$ cat src/hdl/nested_circular_list_cursor_engine_core_macros.svh
// Assertion macros shared by the list engine top level.
// No dependencies; included by files that carry assertions.
`ifndef NESTED_CIRCULAR_LIST_CURSOR_ENGINE_CORE_MACROS_SVH
`define NESTED_CIRCULAR_LIST_CURSOR_ENGINE_CORE_MACROS_SVH
// Implication checked on every rising clock edge outside reset.
`define NCL_ASSERT_IMP(label, clk, rst_n, a, c, msg) \
    label: assert property (@(posedge clk) disable iff (!rst_n) (a) |-> (c)) else $error(msg);
// Next-cycle implication.
`define NCL_ASSERT_NXT(label, clk, rst_n, a, c, msg) \
    label: assert property (@(posedge clk) disable iff (!rst_n) (a) |=> (c)) else $error(msg);
`endif

$ cat src/hdl/ncl_pkg.sv
// Package for the nested circular list engine: sizes, codes and shared types.
// No dependencies.
package ncl_pkg;
    localparam int MaxLists = 16;
    localparam int MaxItems = 64;
    localparam int TagBits  = 32;
    localparam int LW = $clog2(MaxLists);
    localparam int IW = $clog2(MaxItems);
    localparam int LCW = $clog2(MaxLists + 1);
    localparam int ICW = $clog2(MaxItems + 1);

    typedef enum logic [3:0] {
        REQ_NEW_LIST  = 4'd0, REQ_DEL_LIST  = 4'd1, REQ_NEXT_LIST = 4'd2,
        REQ_PREV_LIST = 4'd3, REQ_OPEN      = 4'd4, REQ_NEW_ITEM  = 4'd5,
        REQ_DEL_ITEM  = 4'd6, REQ_NEXT_ITEM = 4'd7, REQ_PREV_ITEM = 4'd8,
        REQ_WALK_LIST = 4'd9, REQ_WALK_ITEM = 4'd10
    } t_req;

    typedef enum logic [2:0] {
        ST_OK = 3'd0, ST_NO_LIST = 3'd1, ST_EMPTY = 3'd2, ST_FULL = 3'd3, ST_UNKNOWN = 3'd4
    } t_status;

    typedef enum logic [4:0] {
        S_IDLE, S_DISPATCH,
        S_NL_LINK, S_NI_LINK, S_NI_LINK2,
        S_DL_FREE, S_DL_FREE_RD, S_DL_UNLINK,
        S_LMOVE_RD, S_SYNC, S_ITAG,
        S_DI_LINK, S_DI_UNLINK,
        S_IMOVE_SET,
        S_WL_EMIT, S_WI_HEAD, S_WI_RD, S_WI_EMIT,
        S_REPLY, S_OUT_WAIT
    } t_state;

    // Commands from controller to datapath.
    typedef struct packed {
        t_state     op;       // controller state, decoded by the datapath
        logic       ld_req;
    } t_cmd;

    // Status from datapath to controller.
    typedef struct packed {
        logic lc_valid;
        logic ic_valid;
        logic list_free_any;
        logic item_free_any;
        logic items_zero;      // current list has no items
        logic walk_done;       // walk counter at final node
        logic free_done;       // item free loop finished
        logic list_empty;      // list ring empty
    } t_stat;
endpackage

$ cat src/hdl/ncl_ctrl.sv
// Controller state machine of the list engine.
// Depends on ncl_pkg.
module ncl_ctrl (
    input  logic           i_clk,
    input  logic           i_rst_n,
    input  logic           i_in_valid,
    input  logic [3:0]     i_req,
    input  logic           i_out_ready,
    input  ncl_pkg::t_stat i_stat,
    output ncl_pkg::t_cmd  o_cmd,
    output logic           o_in_ready,
    output logic           o_out_valid,
    output logic [2:0]     o_status,
    output logic           o_last,
    output logic           o_emit
);
    import ncl_pkg::*;

    t_state r_state, n_state;
    t_state r_ret, n_ret;
    logic [3:0] r_req, n_req;
    logic [2:0] r_st, n_st;
    logic r_last, n_last, r_emit, n_emit;
    logic ld_req;

    // State register
    always_ff @(posedge i_clk) begin
        if (!i_rst_n) begin
            r_state <= S_IDLE;
            r_ret   <= S_IDLE;
            r_req   <= '0;
            r_st    <= '0;
            r_last  <= 1'b0;
            r_emit  <= 1'b0;
        end else begin
            r_state <= n_state;
            r_ret   <= n_ret;
            r_req   <= n_req;
            r_st    <= n_st;
            r_last  <= n_last;
            r_emit  <= n_emit;
        end
    end

    // Next state and commands
    always_comb begin
        n_state = r_state;
        n_ret = r_ret;
        n_req = r_req;
        n_st = r_st;
        n_last = r_last;
        n_emit = r_emit;
        o_in_ready = 1'b0;
        ld_req = 1'b0;
        unique case (r_state)
            S_IDLE: begin
                o_in_ready = 1'b1;
                if (i_in_valid) begin
                    ld_req = 1'b1;
                    n_req = i_req;
                    n_state = S_DISPATCH;
                end
            end
            S_DISPATCH: begin
                n_st = ST_OK;
                n_last = 1'b1;
                n_emit = 1'b0;
                n_state = S_REPLY;
                if (r_req > 4'(REQ_WALK_ITEM)) begin
                    n_st = ST_UNKNOWN;
                end else if (r_req == REQ_WALK_LIST) begin
                    if (i_stat.list_empty) n_st = ST_EMPTY;
                    else n_state = S_WL_EMIT;
                end else if (r_req != REQ_NEW_LIST && !i_stat.lc_valid) begin
                    n_st = ST_NO_LIST;
                end else begin
                    unique case (r_req)
                        REQ_NEW_LIST: begin
                            if (!i_stat.list_free_any) n_st = ST_FULL;
                            else n_state = S_NL_LINK;
                        end
                        REQ_DEL_LIST: n_state = i_stat.items_zero ? S_DL_UNLINK : S_DL_FREE;
                        REQ_NEXT_LIST, REQ_PREV_LIST: n_state = S_LMOVE_RD;
                        REQ_OPEN: n_state = S_SYNC;
                        REQ_NEW_ITEM: begin
                            if (!i_stat.item_free_any) n_st = ST_FULL;
                            else n_state = S_NI_LINK;
                        end
                        REQ_DEL_ITEM: begin
                            if (i_stat.items_zero || !i_stat.ic_valid) n_st = ST_EMPTY;
                            else n_state = S_DI_LINK;
                        end
                        REQ_NEXT_ITEM, REQ_PREV_ITEM: begin
                            if (!i_stat.ic_valid) n_st = ST_EMPTY;
                            else n_state = S_IMOVE_SET;
                        end
                        default: begin
                            if (i_stat.items_zero) n_st = ST_EMPTY;
                            else n_state = S_WI_HEAD;
                        end
                    endcase
                end
            end
            S_NL_LINK:    n_state = S_SYNC;
            S_NI_LINK:    n_state = S_NI_LINK2;
            S_NI_LINK2:   n_state = S_REPLY;
            S_DL_FREE:    n_state = S_DL_FREE_RD;
            S_DL_FREE_RD: n_state = i_stat.free_done ? S_DL_UNLINK : S_DL_FREE;
            S_DL_UNLINK:  n_state = S_SYNC;
            S_LMOVE_RD:   n_state = S_SYNC;
            S_SYNC:       n_state = S_ITAG;
            S_ITAG:       n_state = S_REPLY;
            S_DI_LINK:    n_state = S_DI_UNLINK;
            S_DI_UNLINK:  n_state = S_REPLY;
            S_IMOVE_SET:  n_state = S_ITAG;
            S_WL_EMIT: begin
                n_last = i_stat.walk_done;
                n_emit = 1'b1;
                n_ret = i_stat.walk_done ? S_IDLE : S_WL_EMIT;
                n_state = S_OUT_WAIT;
            end
            S_WI_HEAD:    n_state = S_WI_RD;
            S_WI_RD:      n_state = S_WI_EMIT;
            S_WI_EMIT: begin
                n_last = i_stat.walk_done;
                n_emit = 1'b1;
                n_ret = i_stat.walk_done ? S_IDLE : S_WI_RD;
                n_state = S_OUT_WAIT;
            end
            S_REPLY: begin
                n_ret = S_IDLE;
                n_state = S_OUT_WAIT;
            end
            S_OUT_WAIT: begin
                if (i_out_ready) n_state = r_ret;
            end
            default: n_state = S_IDLE;
        endcase
    end

    assign o_cmd       = '{op: r_state, ld_req: ld_req};
    assign o_out_valid = (r_state == S_OUT_WAIT);
    assign o_status    = r_st;
    assign o_last      = r_last;
    assign o_emit      = r_emit;
endmodule

$ cat config.mk
export PLATFORM = sky130hd
export DESIGN_NAME = ncl_ctrl
export DESIGN_NICKNAME = d
export VERILOG_FILES = /design/src/hdl/nested_circular_list_cursor_engine_core_macros.svh /design/src/hdl/ncl_pkg.sv /design/src/hdl/ncl_ctrl.sv
export SDC_FILE = /design/constraint.sdc
export NUM_CORES = 1
export LEC_CHECK = 0
export ABC_AREA = 1
export ABC_CLOCK_PERIOD_IN_PS = 1800
export BUFFER_PORTS_ARGS = -buffer_cell sky130_fd_sc_hd__buf_2
export CELL_PAD_IN_SITES_DETAIL_PLACEMENT = 1
export CELL_PAD_IN_SITES_GLOBAL_PLACEMENT = 2
export CORE_MARGIN = 2
export CORE_UTILIZATION = 25
export DETAILED_ROUTE_END_ITERATION = 10
export PLACE_DENSITY_LB_ADDON = 0.1
export SLEW_MARGIN = 5
export SYNTH_ARGS = -nofsm -noshare
export SYNTH_HDL_FRONTEND = slang
export SYNTH_SLANG_ARGS = --single-unit
$ cat constraint.sdc
create_clock -name i_clk -period 1.8 [get_ports i_clk]
set_input_delay 0.36 -clock i_clk [delete_from_list [all_inputs] [get_ports i_clk]]
set_output_delay 0.36 -clock i_clk [all_outputs]
set_load 0.01 [all_outputs]
Word-level counts from Yosys, hierarchy flattened
Cells that the tools add are included.
{"block": "word_totals", "reg_bits": 19, "inputBits": 16, "output_inout_bits": 13, "word_cells": 89}
{"block": "op_classes", "n_lt_le_gt_ge": 1, "n_eq_ne": 30, "muxes": 33, "reduce_logical": 19}
{"cell": "$pmux 5 s13", "n": 1}
{"cell": "$mux 5", "n": 12}
{"cell": "$eq 5x4->1 const B", "n": 8}
{"cell": "$pmux 5 s7", "n": 1}
{"cell": "$eq 5x3->1 const B", "n": 4}
{"cell": "$eq 5x5->1 const B", "n": 4}
{"cell": "$mux 2", "n": 9}
{"cell": "$eq 4x3->1 const B", "n": 4}
{"cell": "$pmux 5 s3", "n": 1}
{"cell": "$eq 5x2->1 const B", "n": 2}
{"cell": "$pmux 2 s5", "n": 1}
{"cell": "$reduce_or 3->1", "n": 3}
{"cell": "$eq 4x2->1 const B", "n": 2}
{"cell": "$eq 4x4->1 const B", "n": 2}
{"cell": "$reduce_or 2->1", "n": 4}
{"cell": "$mux 3", "n": 2}
{"cell": "$eq 5x1->1 const B", "n": 1}
{"cell": "$logic_not 5->1", "n": 1}
{"cell": "$eq 4x1->1 const B", "n": 1}
{"cell": "$gt 4x4->1 const B", "n": 1}
{"cell": "$logic_not 4->1", "n": 1}
{"cell": "$mux 4", "n": 1}
{"cell": "$ne 2x2->1 const B", "n": 2}
{"cell": "$pmux 1 s2", "n": 2}
{"cell": "9 further kinds", "n": 13}

Logic depth before layout (Yosys ltp)
{"block": "depth", "ltp_word": 8, "ltp_mapped": 13, "ltp_nobuf": 13}

Worst setup path before layout
No wires, ideal clock.
{"block": "synth_path", "path_type": "reg2out", "from": "register r_state[2]", "to": "output port o_cmd[0] (netlist bit)", "arrival_time_ps": 1253, "required_time_ps": 1440, "path_slack_ps": 187, "stages_incl_launch_ff": 7, "path_buffers": 1, "cell_sequence": "dfxtp_1 nor2_2 nand2_1 nor2_1 nand2_1 inv_1 buf_4"}
{"block": "synth_between", "elab_chain_cells": 2}
{"element": "from (decl)", "line_no": "ncl_ctrl.sv:19", "text": "t_state r_state, n_state;"}
{"element": "from (signal assigned)", "line_no": "ncl_ctrl.sv:36", "text": "r_state <= n_state;"}
{"element": "$logic_not 5->1", "line_no": "ncl_ctrl.sv:55", "text": "unique case (r_state)"}
{"element": "$mux 1", "line_no": "ncl_ctrl.sv:55"}
{"element": "to (decl)", "line_no": "ncl_ctrl.sv:10", "text": "output ncl_pkg::t_cmd o_cmd,"}
No other way between the ends.

==> metrics list <==
- In the synthesized netlist, the number of instances is 203.
- Core Box Area: 4350 sq um
- In this run the cell area of the synthesized design comes to 1130 sq um.
* Share of async-settable or async-resettable flops after synthesis: 0%
* Share of post-route cells with drive strength above 1: 23.4%
- In this design, the largest share of critical-path delay is due to simple AND/OR/NAND/NOR gates.
* Number of antenna violations at the first check in global routing: 0
* Root buffer cell: sky130_fd_sc_hd__clkbuf_8
- After detailed routing, the number of remaining DRC violations is 0.
* Result of the run: finished clean
* Pwr Total: 2590 uW
* Critical path data arrival time: 1.34 ns
- The net count of the finished layout is 256.
* Top area cells in the synthesized netlist: sky130_fd_sc_hd__dfxtp_1 28%, sky130_fd_sc_hd__nand2_1 20%, sky130_fd_sc_hd__inv_1 9.6%
* DRC violation total after the first TritonRoute iteration: 102
- CTS built an H-tree with a depth of 1.
- Cell Count, Final, Fillers Out: 291
- Post-Syn Area per Cell: 5.58 sq um
- Register area share after synthesis: 28.3%
* Crit Path Max Fanout: 7
- Ratio of routed vias to standard cells: 4.64
- In this run the tool buffered the top-level ports with 28 buffer cells.
- Pin placement for this block handled 29 I/O pins.
* Die W: 71.3 microns
- The number of global-route vias before repair came to 1296.
- Yosys top cell area share: 28.3%
- Maximum VDD drop: 0.726 mV
* Leakage power: 0.000791 uW
* Number of diodes added for antenna fixing: 0
- The worst setup path is launched from a register.
- Max cap viols: 0
* Maximum number of pins on one net before global-route repair: 11
- From synthesis to final layout, the design area changed by 28.5%.
- Final sum of negative setup slack: 0 ns
- Hold WC Path Type: input pin to register
- The die covers 5090 sq um.
- The number of different library cells used by synthesis comes to 20.
- The max-slew violation count came to 0.
- Slew at the pin with the worst max-slew slack: 0.302 ns
- In this design, the stage delay of the slowest critical-path cell is 0.36 ns.
- The number of nets in the synthesized netlist is 219.
* PwrDens: 1780 nW/um^2
- Maximum count of clock buffers along a single path: 2
- The count of nets left with antenna violations once routing finished came out at 0.
- During synthesis, Yosys emitted a total of 0 warnings.
- Summed over all layers, the global routing overflow is 0.
* Critical-path top delay cell: sky130_fd_sc_hd__dfxtp_2
* Setup WS post-layout: 0.0992 ns
* DP Cell Count: 285
- Hold repair after CTS inserted 0 buffers.
* Launch instance of the worst min-delay path: i_req[1]
- Worst-path clk slew: 0.06 ns
- CP Data Required Time: 1.44 ns
- Global routing used 15.2% of the available tracks across all layers.
* Synthesized flop and latch total: 16
- The wire-length estimate of the detail-placed layout is 3270 microns.
* Total wire length after detailed routing: 3850 microns
* Clock Latency Late Sink: 0.25 ns
- For this run, the leading register cell type out of synthesis is sky130_fd_sc_hd__dfxtp_1.
- By instance count, the leading cell after synthesis is sky130_fd_sc_hd__nand2_1.
* Routed WL per cell: 13.2 microns
* Top cell types by occurrence after synthesis: 60 x sky130_fd_sc_hd__nand2_1, 29 x sky130_fd_sc_hd__inv_1, 29 x sky130_fd_sc_hd__nor2_1
- Headroom to the max-slew limit came out at 79.8%.
* Share of the cycle needed by the critical path after routing: 94.5%
- The floorplan has 24 rows.
- TritonCTS created 3 clock buffers.
* Num Clock Sinks: 16
- WS Path Type: register to output port
* Hold WS: 0.390 ns
- Final critical path time including I/O delays and setup: 1.70 ns
* Number of filler cells placed in the layout: 594
* Most area-hungry cell type in the Yosys netlist: sky130_fd_sc_hd__dfxtp_1
- The critical path starts at r_state[2].
* Starting Density: 26.0%
- Vertical extent of the die: 71.3 microns
- Reg-to-reg critical path startpoint: r_state[1]
* Setup violators final: 0
- Worst setup timing slack at the placement stage: 0.0603 ns
- Post-route clock skew: 0.00400 ns
* Top achievable clock speed: 0.588 GHz
* Wire length of the first global-routing pass: 6100 microns
* Weighted congestion reported at the end of routability-driven placement: 0.845
- Setup repair after global routing could not meet its margin everywhere.
- EDFF count, synth: 0
- The signal on the critical path passes through nor2_4 -> nand2_2 -> nor2_2 -> nand2_1 -> inv_1 -> buf_2.
* Crit path capture type: output port
- The final count of hold timing violations came to 0.
- Drt pass-1 iters: 4
- TritonCTS built the clock tree.
- The critical path contains buffers and inverters numbering 2 combined.
- Vias post-DR: 1351
through the flow:
step	utilization (%)	area (sq um)
6_report	33.4	1460
5_1_grt	33.4	1460
4_1_cts	32.6	1420
3_5_place_dp	31.1	1350
3_3_place_gp	31.1	1350
2_1_floorplan	-	1130
kinds of logic (layout without fill, tap and decap cells):
logic type	count (synthesis)	after routing	synth area share, %
flops	16	16	28.3
compound gates	33	33	14.9
simple gates	119	119	44.6
buf+inv	35	71	12.3
layout make-up:
cell class | count | area [sq um] | area share (%)
Multi-Input combinational cell | 152 | 697 | 47.9
Sequential cell | 16 | 330 | 22.7
Timing Repair Buffer | 34 | 185 | 12.7
Inverter | 33 | 124 | 8.51
Tap cell | 52 | 65.1 | 4.47
Clock buffer | 4 | 55.1 | 3.78
worst paths after layout:
check | to | slack (ns) | cells past startpoint
max | o_cmd[0] | 0.1 | 6
min | r_req[1] | 0.39 | 3
max reg2reg | r_state[4] | 0.20 | 10
min reg2reg | o_status[0] | 0.47 | 2
layer usage:
metal | global-route usage, % | share of wire (%) | vias up | wire [microns]
met3 | 1.27 | 2.9 | 5 | 112
met5 | 0 | 0 | - | 0
met1 | 23.9 | 54 | 608 | 2070
li1 | - | - | 713 | -
met2 | 21.6 | 42 | 25 | 1620
met4 | 5.03 | 1.4 | 0 | 53
sequential cells by signal (all words and copies together) (netlist names):
name	cells
o_emit	1
r_state	5
o_status	3
r_ret	2
o_last	1
r_req	4
what timing repair did:
| item | CTS | global route |
|---|---|---|
| resized for setup | 3 | 10 |
| buffers inserted | 0 | 2 |
| setup endpoints to repair | 1 | 4 |
| pin swaps | 0 | 2 |
report_power, final:
group	internal, uW	switching [uW]
Clock	194	124
Sequential	495	173
Combinational	600	1000
placed cells by master, fill, tap and decap left out:
cell | synthesis | routed
sky130_fd_sc_hd__nor3b_1 | 1 | 1
sky130_fd_sc_hd__inv_2 | 3 | 3
sky130_fd_sc_hd__or2_2 | 1 | 1
sky130_fd_sc_hd__nor3_1 | 4 | 4
sky130_fd_sc_hd__buf_2 | 0 | 28
sky130_fd_sc_hd__nand2_2 | 0 | 1
sky130_fd_sc_hd__buf_4 | 2 | 6
sky130_fd_sc_hd__clkbuf_8 | 0 | 4
sky130_fd_sc_hd__inv_1 | 29 | 29
sky130_fd_sc_hd__o22ai_1 | 1 | 1
sky130_fd_sc_hd__nand2_1 | 60 | 59
sky130_fd_sc_hd__dfxtp_4 | 0 | 1
sky130_fd_sc_hd__o31ai_1 | 1 | 1
sky130_fd_sc_hd__nor2_1 | 29 | 27
sky130_fd_sc_hd__or2_1 | 1 | 1
sky130_fd_sc_hd__nor2_4 | 1 | 3
sky130_fd_sc_hd__clkinv_1 | 1 | 1
sky130_fd_sc_hd__dfxtp_2 | 0 | 5
sky130_fd_sc_hd__nand3_2 | 0 | 1
sky130_fd_sc_hd__o21ai_0 | 11 | 11
sky130_fd_sc_hd__nand3_1 | 15 | 14
sky130_fd_sc_hd__nand3b_1 | 1 | 1
sky130_fd_sc_hd__a21oi_1 | 20 | 20
sky130_fd_sc_hd__nor2_2 | 3 | 3
sky130_fd_sc_hd__dfxtp_1 | 16 | 10
sky130_fd_sc_hd__nand4_1 | 3 | 3
worst min-delay path, cell delays in order:
cell                      delay, ns
sky130_fd_sc_hd__buf_2         0.07
sky130_fd_sc_hd__o21ai_0       0.07
sky130_fd_sc_hd__a21oi_1       0.10
Power figures use the tool's default switching activity.
